`src/btc_pkg.sv`:
```
// Shared types, constants and helpers for the block tag cache.
// Used by btc_cell and block_tag_cache_fifo_evict; no dependencies.
package btc_pkg;

	localparam int MAX_ENTRIES = 64;
	localparam int SLOT_W      = $clog2(MAX_ENTRIES);
	localparam int HELD_W      = $clog2(MAX_ENTRIES + 1);
	localparam int TAG_W       = 32;
	localparam int CNT_W       = 16;
	localparam int LIMIT_W     = 32;
	localparam int SPB_W       = 8;
	localparam int BPS_W       = 13;
	localparam int BB_W        = SPB_W + BPS_W;
	localparam int CFG_IDX_W   = 2;

	// Configuration register indexes
	localparam logic [CFG_IDX_W-1:0] CFG_LIMIT = 2'd0;
	localparam logic [CFG_IDX_W-1:0] CFG_SPB   = 2'd1;
	localparam logic [CFG_IDX_W-1:0] CFG_BPS   = 2'd2;

	// Configuration reset values
	localparam logic [LIMIT_W-1:0] LIMIT_RST = 32'd65536;
	localparam logic [SPB_W-1:0]   SPB_RST   = 8'd1;
	localparam logic [BPS_W-1:0]   BPS_RST   = 13'd512;

	localparam logic [CNT_W-1:0] CNT_MAX = {CNT_W{1'b1}};

	typedef enum logic [2:0] {
		ST_IDLE,
		ST_LOOK,
		ST_DECIDE,
		ST_INSERT,
		ST_DONE
	} btc_state_t;

	// Command broadcast from the controller to every cell
	typedef struct packed {
		logic [TAG_W-1:0]  blk;
		logic [HELD_W-1:0] oldest_age;
		logic              look;
		logic              hit_inc;
		logic              evict;
		logic              insert;
	} btc_cmd_t;

	// Status reported by one cell
	typedef struct packed {
		logic             valid;
		logic             match;
		logic             oldest;
		logic [TAG_W-1:0] tag;
		logic [CNT_W-1:0] cnt;
	} btc_stat_t;

	// Encode a one-hot entry vector into its slot number
	function automatic logic [SLOT_W-1:0] encode(input logic [MAX_ENTRIES-1:0] oh);
		logic [SLOT_W-1:0] enc;
		enc = '0;
		for (int i = 0; i < MAX_ENTRIES; i++) begin
			if (oh[i]) begin
				enc = enc | SLOT_W'(i);
			end
		end
		return enc;
	endfunction

	// Saturating increment of an access count
	function automatic logic [CNT_W-1:0] sat_inc(input logic [CNT_W-1:0] c);
		return (c == CNT_MAX) ? c : c + 1'b1;
	endfunction

endpackage

```
`src/btc_cell.sv`:
```
// One entry of the tag store: tag, valid mark, access count and insertion age.
// Depends on btc_pkg for the command and status structs.
module btc_cell (
	input  logic              clk,
	input  logic              arst_n,
	input  btc_pkg::btc_cmd_t cmd,
	input  logic              ins_sel,
	output btc_pkg::btc_stat_t stat
);

	logic                       valid_q;
	logic                       match_q;
	logic                       oldest_q;
	logic [btc_pkg::TAG_W-1:0]  tag_q;
	logic [btc_pkg::CNT_W-1:0]  cnt_q;
	logic [btc_pkg::SLOT_W-1:0] age_q;

	// Control state: valid mark and lookup flags
	always_ff @(posedge clk or negedge arst_n) begin
		if (!arst_n) begin
			valid_q  <= 1'b0;
			match_q  <= 1'b0;
			oldest_q <= 1'b0;
		end else begin
			if (cmd.look) begin
				match_q  <= valid_q && (tag_q == cmd.blk);
				oldest_q <= valid_q &&
					(btc_pkg::HELD_W'(age_q) == cmd.oldest_age);
			end
			if (cmd.evict && oldest_q) begin
				valid_q <= 1'b0;
			end
			if (cmd.insert && ins_sel) begin
				valid_q <= 1'b1;
			end
		end
	end

	// Payload: tag, count and age
	always_ff @(posedge clk) begin
		if (cmd.hit_inc && match_q) begin
			cnt_q <= btc_pkg::sat_inc(cnt_q);
		end
		if (cmd.insert) begin
			if (ins_sel) begin
				tag_q <= cmd.blk;
				cnt_q <= '0;
				age_q <= '0;
			end else if (valid_q) begin
				age_q <= age_q + 1'b1;
			end
		end
	end

	assign stat.valid  = valid_q;
	assign stat.match  = match_q;
	assign stat.oldest = oldest_q;
	assign stat.tag    = tag_q;
	assign stat.cnt    = cnt_q;

endmodule

```
`config.mk`:
```
export PLATFORM = sky130hd
export DESIGN_NAME = btc_cell
export DESIGN_NICKNAME = d
export VERILOG_FILES = /design/src/btc_pkg.sv /design/src/btc_cell.sv
export SDC_FILE = /design/constraint.sdc
export NUM_CORES = 1
export LEC_CHECK = 0
export CAP_MARGIN = 15
export CELL_PAD_IN_SITES_DETAIL_PLACEMENT = 2
export CELL_PAD_IN_SITES_GLOBAL_PLACEMENT = 2
export CORE_UTILIZATION = 39
export DETAILED_ROUTE_END_ITERATION = 12
export DONT_BUFFER_PORTS = 1
export GPL_ROUTABILITY_DRIVEN = 0
export PLACE_DENSITY = 0.88
export REMOVE_ABC_BUFFERS = 1
export SLEW_MARGIN = 20
export SYNTH_ARGS = -nofsm -noshare
export SYNTH_HDL_FRONTEND = slang
export SYNTH_SLANG_ARGS = --single-unit
```
`constraint.sdc`:
```
create_clock -name clk -period 2.14 [get_ports clk]
set_input_delay 0.107 -clock clk [delete_from_list [all_inputs] [get_ports clk]]
set_output_delay 0.107 -clock clk [all_outputs]
set_load 0.005 [all_outputs]
```
==> metrics.md, run 1 <==
| Metric | Value |
|---|---|
| Drc violations | 25 |
| Synth Area in Compound Gates | 0.0778 |
| Share of power burned in registers | 0.529 |
| Slew Limit Fails | 0 |
| Lkg Pwr | 1.16 nW |
| Post-cts resize count | 0 |
| Design area | 0.00330 mm2 |
| Mapped Area | 0.00264 mm2 |
| Die X-Extent | 84.2 um |
| Crit path kind | register to register |
| Max Root-Sink Buffers | 2 |
| Hold Crit Class | input port to asynchronous set/reset pin |
| Final nets | 317 |
| Via count | 2004 |
| GRT overflow | 0 |
| 1st-pass router iterations | 8 |
| Crit start category | register |
| Outcome | complete, but fails checks |
| Core area | 0.00642 mm2 |
| Die H | 84.2 um |
| Maximum clock frequency | 521 MHz |
| Sw Share | 0.235 |
| Die area | 0.00710 mm2 |
| CTS Buf Count | 9 |
| Share of Yosys cell area claimed by the top area cell type | 0.433 |
| I/O Buffers | 0 |
| Register area share after synthesis | 0.583 |
| Largest family of logic cells by synthesized area | simple AND/OR/NAND/NOR gates |
| Setup WS pre-CTS | 0.303 ns |
| Peak supply drop | 0.332 mV |
| Total Routing Usage GR | 0.233 |
| Post-Synth Adder-Cell Area | 0.00949 |
| Area growth, synth to finish | 25.1% |
| CP Launch Point | cnt_q[0] |
| Initial DRC count | 98 |
| # placed instances | 297 |
| Vias in the first global route | 2237 |
| CTS root buf | clkbuf_8 |
| Synth Warn # | 0 |
| Htree depth | 3 |
| Top post-synthesis cells by area | edfxtp_1, dfxtp_1, xor2_1 |
| Final setup violation count | 0 |
| Clock tree sinks | 57 |
| Clock power frac | 0.395 |
| Mapped Cells | 222 |
| Largest net degree at the start of global routing | 24 |
| Floorplan row count | 29 |
| Final wirelength | 7.84 mm |
| Clk slew on worst S/H paths | 0.07 ns |
| CTS tree | yes |
| Simple-gate share of the synthesized area | 0.158 |
| RR Startpoint | cnt_q[0] |
| Post-synth EDFFs | 38 |
| Tcrit/Tclk final | 0.897 |
| P_sw | 0.575 mW |
| Post-DRT Antenna Nets | 0 |
| Worst Setup End Kind | register |
| Initial antenna violation count | 0 |
| Syn avg cell area | 11.9 um2 |
| Routed vias/inst | 5.71 |
| Critical Path AT | 2.14 ns |
| Final min period | 1.92 ns |
| Relative slew slack | 0.688 |
| Post-synthesis xor/xnor area fraction | 0.139 |
| Max_cap viols | 0 |
| Worst Hold Margin | 0.0308 ns |
| Number of synthesized register bits | 57 |
| Ant diodes | 0 |
| Routed len/inst | 22.3 um |
| RSZ-0062 raised after global routing | no |
| Layout cells sized above 1 | 0.0985 |
| PnR worst setup slack | 0.220 ns |
| Most frequent cells in the layout | edfxtp_1, dlygate4sd3_1, xor2_1 |
| First-pass GRT wire length | 12.3 mm |
| Setup Total Neg Slack | 0 ns |
| Netlist cell types | 41 |
| Num ports | 97 |
| Post-DP HPWL | 5.27 mm |
| Synth Flop Type | edfxtp_1 |
| Worst Tran Pin Value | 0.466 ns |
| Non-Filler Instances | 351 |
| Mux contribution to synthesized area | 0.00380 |
| Power Dens Cells | 740 mW/mm2 |
| Comb pwr share | 0.077 |
| Required @ worst endpoint | 2.36 ns |
| Clk_skew | 0.00939 ns |
| Asr flop ratio synth | 0.0526 |
| Internal power | 1.87 mW |
| Worst-Skew Late Latency | 0.33 ns |
| Worst-path fanout max | 13 |
| Final Hold Vio Count | 0 |
| Post-DP Area | 0.00274 mm2 |
| Failing checks | design-rule violations |
| Largest area contributor in the netlist | edfxtp_1 |
| Initial core utilization | 0.411 |
[layout make-up]
class                           count  area [um2]
Multi-Input combinational cell    151        1030
Timing Repair Buffer               46         440
Sequential cell                    57        1540
Clock buffer                       11         131
Fill cell                         645        3120
Tap cell                           77        96.3
Inverter                            4        15.0
Clock inverter                      5        48.8
[power by group through the flow]
stage	sequential, mW	combinational [mW]	clock (mW)
global route	1.30	0.204	1.05
CTS	1.29	0.182	0.970
global placement	1.31	0.113	0
floorplan	1.30	0.0918	0
detailed placement	1.31	0.121	0
finish	1.29	0.187	0.964
[stage by stage]
step | power (mW) | util
after global placement | 1.42 | 0.426
after floorplan | 1.39 | -
after CTS | 2.44 | 0.514
after global routing | 2.55 | 0.514
final | 2.44 | 0.514
after detailed placement | 1.44 | 0.426
[critical path: stages (launching register included)]
cell	delay, ns
dfxtp_1	0.44
ha_1	0.25
nand4_1	0.15
nor4_2	0.36
buf_4	0.25
nor2_1	0.05
a311oi_1	0.31
[what timing repair did]
item,in CTS,in global routing
endpoints found under the hold margin,44,0
setup buffers,0,0
hold buffers,38,0
[cells by family (layout without fill, tap and decap cells)]
kind of cell             count (synthesis)  count (layout)
AO/OA/AOI/OAI                           30              30
XOR/XNOR                                42              42
adder cells (fa/ha/maj)                  2               2
buffers and inverters                   14              66
flip-flops                              57              57
multiplexers                             1               1
AND/OR/NAND/NOR                         76              76
[metal layers]
layer | vias to the layer above | wire [um] | GRT usage
met5 | - | 0 | 0
met4 | 0 | 133 | 0.0752
met3 | 14 | 602 | 0.0737
met2 | 79 | 3990 | 0.412
met1 | 984 | 3120 | 0.268
li1 | 927 | - | -
[synthesized netlist by cell type, types with 2 or more instances]
library cell and instances:
nor3_1 4, buf_4 4, o31ai_1 6, clkbuf_1 4
o21a_1 2, nor4_1 10, or3_1 4, nand3_1 8
and2_1 2, xor2_1 33, nand2b_1 2, edfxtp_1 38
nand2_1 14, ha_1 2, o211ai_1 4, and3_1 3
or4_1 3, or4_2 2, nor2_1 11, nand4_1 8
a21oi_1 7, a311oi_1 2, o21ai_0 3, dfrtp_1 3
inv_1 4, dfxtp_1 16, xnor2_1 9
[sequential cells by signal, indices dropped and copies added, names as in the netlist]
name / count
cnt_q: 16
oldest_q: 1
match_q: 1
age_q: 6
valid_q: 1
tag_q: 32
[path summary, 6_finish.rpt]
path                             end  slack, ns  cells past startpoint
setup / recovery           cnt_q[11]       0.22                      6
hold / removal               match_q       0.03                      1
setup reg to reg           cnt_q[11]       0.22                      6
hold reg to reg            cnt_q[14]       0.56                      2
max in group asynchronous   oldest_q       1.95                      1
min in group clk             valid_q       0.10                      3
Power figures use the tool's default switching activity.
==> inputs of run 2 (changes only) <==
--- a/config.mk
+++ b/config.mk
@@ -12,6 +12,7 @@
 export DETAILED_ROUTE_END_ITERATION = 12
 export DONT_BUFFER_PORTS = 1
 export GPL_ROUTABILITY_DRIVEN = 0
+export GPL_TIMING_DRIVEN = 0
 export PLACE_DENSITY = 0.88
 export REMOVE_ABC_BUFFERS = 1
 export SLEW_MARGIN = 20
==> metrics.md, run 2 (synthesis gave the netlist of run 1 again) <==
| Metric | Value |
|---|---|
| Maximum clock frequency | 504 MHz (was 521 MHz) |
| Worst-Skew Late Latency | 0.33 ns (about the same) |
| Relative slew slack | 0.680 (was 0.688) |
| Outcome | complete, but fails checks (unchanged) |
| Final nets | 312 (was 317) |
| Total Routing Usage GR | 0.225 (was 0.233) |
| Initial core utilization | 0.411 (unchanged) |
| Internal power | 1.75 mW (was 1.87 mW) |
| Largest register FFs | 32 (unchanged) |
| Floorplan row count | 29 (unchanged) |
| Slew Limit Fails | 0 (unchanged) |
| Initial antenna violation count | 0 (unchanged) |
| Routed len/inst | 21.8 um (was 22.3 um) |
| Post-DP HPWL | 5.02 mm (was 5.27 mm) |
| Most frequent cells in the layout | edfxtp_1, dlygate4sd3_1, xor2_1 (unchanged) |
| Tcrit/Tclk final | 0.928 (was 0.897) |
| CTS root buf | clkbuf_8 (unchanged) |
| I/O Buffers | 0 (unchanged) |
| Clock tree sinks | 57 (unchanged) |
| Die X-Extent | 84.2 um (unchanged) |
| Layout cells sized above 1 | 0.0967 (was 0.0985) |
| Htree depth | 3 (unchanged) |
| Share of power burned in registers | 0.555 (was 0.529) |
| Die H | 84.2 um (unchanged) |
| RSZ-0062 raised after global routing | no (unchanged) |
| Crit start category | register (unchanged) |
| Met1 Usage GRT | 0.240 (was 0.268) |
| Clk_skew | 0.00496 ns (was 0.00939 ns) |
| Worst-path fanout max | 11 (was 13) |
| Design area | 0.00326 mm2 (was 0.00330 mm2) |
| Sw Share | 0.247 (was 0.235) |
| Final setup violation count | 0 (unchanged) |
| Max_cap viols | 0 (unchanged) |
| Grt met3 use | 0.0796 (was 0.0737) |
| Post-DRT Antenna Nets | 0 (unchanged) |
| CTS Buf Count | 9 (unchanged) |
| Power Dens Cells | 714 mW/mm2 (was 740 mW/mm2) |
| Final Hold Vio Count | 0 (unchanged) |
| Core area | 0.00642 mm2 (unchanged) |
| Via count | 1956 (was 2004) |
| Vias in the first global route | 2230 (was 2237) |
| Max Root-Sink Buffers | 2 (unchanged) |
| Critical Path AT | 2.25 ns (was 2.14 ns) |
| Crit path kind | register to register (unchanged) |
| Biggest regs | tag_q x32, cnt_q x16, age_q x6 (unchanged) |
| Clock power frac | 0.364 (was 0.395) |
| Lkg Pwr | 1.13 nW (was 1.16 nW) |
| Largest net degree at the start of global routing | 30 (was 24) |
| Fill cell count | 644 (was 645) |
| Failing checks | design-rule violations (unchanged) |
| Post-CTS setup repair buffer count | 0 (unchanged) |
| Initial DRC count | 98 (unchanged) |
| Gr busiest metal | met2 (unchanged) |
| First-pass GRT wire length | 11.9 mm (was 12.3 mm) |
| Peak supply drop | 0.407 mV (was 0.332 mV) |
| Post-route total power | 2.33 mW (was 2.44 mW) |
| GRT overflow | 0 (unchanged) |
| CTS tree | yes (unchanged) |
| Final Util | 0.507 (was 0.514) |
| Worst Setup End Kind | register (unchanged) |
| Post-DP Area | 0.00271 mm2 (was 0.00274 mm2) |
| Clk slew on worst S/H paths | 0.07 ns (about the same) |
| Ant diodes | 0 (unchanged) |
| Required @ worst endpoint | 2.40 ns (was 2.36 ns) |
| Routed vias/inst | 5.65 (was 5.71) |
| Final wirelength | 7.53 mm (was 7.84 mm) |
| Area growth, synth to finish | 23.5% (was 25.1%) |
| Largest Register | tag_q (unchanged) |
| Final min period | 1.99 ns (was 1.92 ns) |
| Hold Crit Class | input port to asynchronous set/reset pin (unchanged) |
| P_sw | 0.575 mW (about the same) |
| Worst Tran Pin Value | 0.479 ns (was 0.466 ns) |
| Comb pwr share | 0.081 (was 0.077) |
| Drc violations | 24 (was 25) |
| Num ports | 97 (unchanged) |
| Die area | 0.00710 mm2 (unchanged) |
| Met2 Use GR | 0.403 (was 0.412) |
| 1st-pass router iterations | 10 (was 8) |
==> run 2: changes by cell type in the layout (fill, tap and decap cells not counted), sizes merged <==
| cell | delta |
|---|---|
| buf | -5 |
| clkinvlp | +2 |
| bufinv | -1 |
| clkbuf | -1 |
==> run 2: repair_timing <==
item	CTS	global route
hold endpoints to repair	44	0
endpoints found under the setup margin	0	2
resized for setup	0	1
hold buffers	38	0
==> run 2: metrics by stage <==
| stage | setup WS [ns] | hold WS, ns | instances | TNS [ns] |
|---|---|---|---|---|
| 2_1_floorplan | -0.506 | -0.189 | 212 | -4.95 |
| 4_1_cts | 0.0666 | 0.0144 | 346 | 0 |
| 6_report | 0.154 | 0.0290 | 346 | 0 |
| 3_5_place_dp | 0.0969 | -0.188 | 292 | 0 |
| 5_1_grt | 0.0148 | 0.0161 | 346 | 0 |
| 3_3_place_gp | -1.37 | -0.189 | 289 | -14.96 |
==> run 2: layer usage <==
layer  routed length [um]  part of all wire
met5                    0                 0
met4                  140             0.019
met3                  656             0.087
met2                 3840              0.51
met1                 2890              0.38
==> run 2: critical path: stages, from the launching register on <==
cell and delay [ns]:
dfrtp_1 0.47, nand2_1 0.28, or3_4 0.52, or4_1 0.49
a21oi_1 0.16
==> run 2: final timing paths <==
check                      slack, ns      start         to  depth (start not counted)
max                             0.15    match_q   cnt_q[7]                          4
min reg2reg                     0.55  cnt_q[14]  cnt_q[14]                          2
max reg2reg                     0.15    match_q   cnt_q[7]                          4
max in group asynchronous       1.95     arst_n   oldest_q                          1
min in group clk                0.11     cmd[3]    match_q                          3
min                             0.03     arst_n    valid_q                          1
==> run 2: area by class of cell <==
cell class                      instances  area [um2]  share of cell area
Clock buffer                           10         128              0.0392
Clock inverter                          6        35.0              0.0108
Inverter                                4        15.0             0.00461
Multi-Input combinational cell        151        1040               0.318
Sequential cell                        57        1540               0.472
Tap cell                               77        96.3              0.0296
Timing Repair Buffer                   41         410               0.126
==> run 2: power groups by stage <==
stage / clock network (mW) / registers, mW / logic, mW
after floorplan: 0 / 1.30 / 0.0918
after CTS: 0.874 / 1.29 / 0.186
final: 0.846 / 1.29 / 0.189
after global placement: 0 / 1.31 / 0.109
after detailed placement: 0 / 1.31 / 0.124
after global routing: 0.925 / 1.30 / 0.206
==> inputs of run 3 (changes only) <==
--- a/config.mk
+++ b/config.mk
@@ -13,7 +13,7 @@
 export DONT_BUFFER_PORTS = 1
 export GPL_ROUTABILITY_DRIVEN = 0
 export GPL_TIMING_DRIVEN = 0
-export PLACE_DENSITY = 0.88
+export PLACE_DENSITY_LB_ADDON = 0.3
 export REMOVE_ABC_BUFFERS = 1
 export SLEW_MARGIN = 20
 export SYNTH_ARGS = -nofsm -noshare
==> metrics.md, run 3 (synthesis gave the netlist of run 1 again) <==
| Metric | Value |
|---|---|
| Initial DRC count | 84 (was 98) |
| Relative slew slack | 0.641 (was 0.680) |
| Max_cap viols | 0 (unchanged) |
| Initial core utilization | 0.411 (unchanged) |
| Max Root-Sink Buffers | 2 (unchanged) |
| Worst-Skew Late Latency | 0.33 ns (about the same) |
| # placed instances | 292 (unchanged) |
| Die H | 84.2 um (unchanged) |
| Worst-path fanout max | 11 (unchanged) |
| Final nets | 312 (unchanged) |
| Max layer used | met4 (unchanged) |
| RSZ-0062 raised after global routing | no (unchanged) |
| Layout cells sized above 1 | 0.0855 (was 0.0967) |
| Crit start category | register (unchanged) |
| Largest Register | tag_q (unchanged) |
| Fill cell count | 616 (was 644) |
| CTS Buf Count | 9 (unchanged) |
| Htree depth | 3 (unchanged) |
| Drc violations | 20 (was 24) |
| Clk_skew | 0.0134 ns (was 0.00496 ns) |
| Tcrit/Tclk final | 0.951 (was 0.928) |
| Largest net degree at the start of global routing | 28 (was 30) |
| Hold Crit Class | input port to asynchronous set/reset pin (unchanged) |
| Required @ worst endpoint | 2.40 ns (about the same) |
| Register Area | 0.00154 mm2 (unchanged) |
| Die area | 0.00710 mm2 (unchanged) |
| Worst Tran Pin Value | 0.537 ns (was 0.479 ns) |
| Routed vias/inst | 5.59 (was 5.65) |
| Initial antenna violation count | 1 (was 0) |
| Outcome | complete, but fails checks (unchanged) |
| Slew Limit Fails | 0 (unchanged) |
| Clock tree sinks | 57 (unchanged) |
| Worst Setup End Kind | register (unchanged) |
| Multi-input logic area | 0.00103 mm2 (was 0.00104 mm2) |
| CTS tree | yes (unchanged) |
| Non-Filler Instances | 347 (was 346) |
| Final min period | 2.04 ns (was 1.99 ns) |
| Failing checks | design-rule violations (unchanged) |
| Met2 routed WL | 3.79 mm (was 3.84 mm) |
| Vias in the first global route | 2156 (was 2230) |
| Power Dens Cells | 782 mW/mm2 (was 714 mW/mm2) |
| Final Util | 0.515 (was 0.507) |
| Most frequent cells in the layout | edfxtp_1, dlygate4sd3_1, xor2_1 (unchanged) |
| Biggest regs | tag_q x32, cnt_q x16, age_q x6 (unchanged) |
| Setup Total Neg Slack | 0 ns (unchanged) |
| GRT overflow | 0 (unchanged) |
| Via count | 1939 (was 1956) |
| Die X-Extent | 84.2 um (unchanged) |
| Num ports | 97 (unchanged) |
| Final wirelength | 7.54 mm (was 7.53 mm) |
| Wl on met1 | 3.15 mm (was 2.89 mm) |
| Core area | 0.00642 mm2 (unchanged) |
| Largest register FFs | 32 (unchanged) |
| Post-DRT Antenna Nets | 0 (unchanged) |
| Floorplan row count | 29 (unchanged) |
| Total Routing Usage GR | 0.224 (was 0.225) |
| CTS root buf | clkbuf_8 (unchanged) |
| Peak supply drop | 0.421 mV (was 0.407 mV) |
| Clk slew on worst S/H paths | 0.07 ns (about the same) |
| 1st-pass router iterations | 8 (was 10) |
| Critical Path AT | 2.30 ns (was 2.25 ns) |
| I/O Buffers | 0 (unchanged) |
| Crit path kind | register to register (unchanged) |
| Routed len/inst | 21.7 um (was 21.8 um) |
| Post-route total power | 2.58 mW (was 2.33 mW) |
| Lkg Pwr | 1.15 nW (was 1.13 nW) |
| First-pass GRT wire length | 12.0 mm (was 11.9 mm) |
| Maximum clock frequency | 491 MHz (was 504 MHz) |
| Area growth, synth to finish | 25.3% (was 23.5%) |
| Final setup violation count | 0 (unchanged) |
| Post-DP HPWL | 4.80 mm (was 5.02 mm) |
| WL met3 | 500 um (was 656 um) |
| Final Hold Vio Count | 0 (unchanged) |
| Post-CTS setup repair buffer count | 0 (unchanged) |
-- run 3: changes by cell type in the layout (fill, tap and decap cells not counted) --
cell | before | now
clkbuf_8 | 9 | 10
or3_4 | 1 | 0
clkinv_1 | 0 | 1
or3_1 | 3 | 4
diode_2 | 0 | 1
clkinv_2 | 4 | 1
bufinv_16 | 0 | 2
clkinvlp_4 | 2 | 0
clkbuf_1 | 1 | 2
-- run 3: final cells by class --
type,instances,area share
Antenna cell,1,0.000757
Clock buffer,12,0.0439
Clock inverter,4,0.0208
Inverter,4,0.00454
Multi-Input combinational cell,151,0.312
Sequential cell,57,0.465
Tap cell,77,0.0291
Timing Repair Buffer,41,0.124
-- run 3: repair_timing --
item / CTS / global route
hold endpoints to repair: 44 / 0
hold buffers: 38 / 0
gates resized for setup: 0 / 0
-- run 3: path summary, 6_finish.rpt --
path,slack (ns),start,cells past startpoint,endpoint
min,0.03,arst_n,1,match_q
max in group asynchronous,1.93,arst_n,1,valid_q
min reg2reg,0.54,cnt_q[14],2,cnt_q[14]
max,0.10,match_q,4,cnt_q[7]
min in group clk,0.08,cmd[3],3,match_q
max reg2reg,0.10,match_q,4,cnt_q[7]
-- run 3: worst max-delay path: stages (launching register included) --
cell	delay, ns
dfrtp_1	0.44
nand2_1	0.26
or3_1	0.61
or4_1	0.52
a21oi_1	0.14
-- run 3: where the power goes --
group	switching, mW	total [mW]	internal (mW)
sequential	0.0549	1.29	1.24
combinational	0.0808	0.183	0.102
clock	0.427	1.11	0.683
total	0.562	2.58	2.02
-- run 3: per-layer routing --
metal / vias to the layer above / GRT usage
met2: 67 / 0.390
li1: 910 / -
met1: 953 / 0.265
met3: 9 / 0.0659
met4: 0 / 0.0784
met5: - / 0
-- run 3: stage by stage --
stage	cell area [um2]	worst slack (ns)	hold WS [ns]
after floorplan	2580	-0.506	-0.189
after detailed placement	2710	0.157	-0.188
after global routing	3310	0.00733	0.0170
after global placement	2670	-1.40	-0.188
final	3310	0.105	0.0324
after CTS	3300	0.130	0.0168
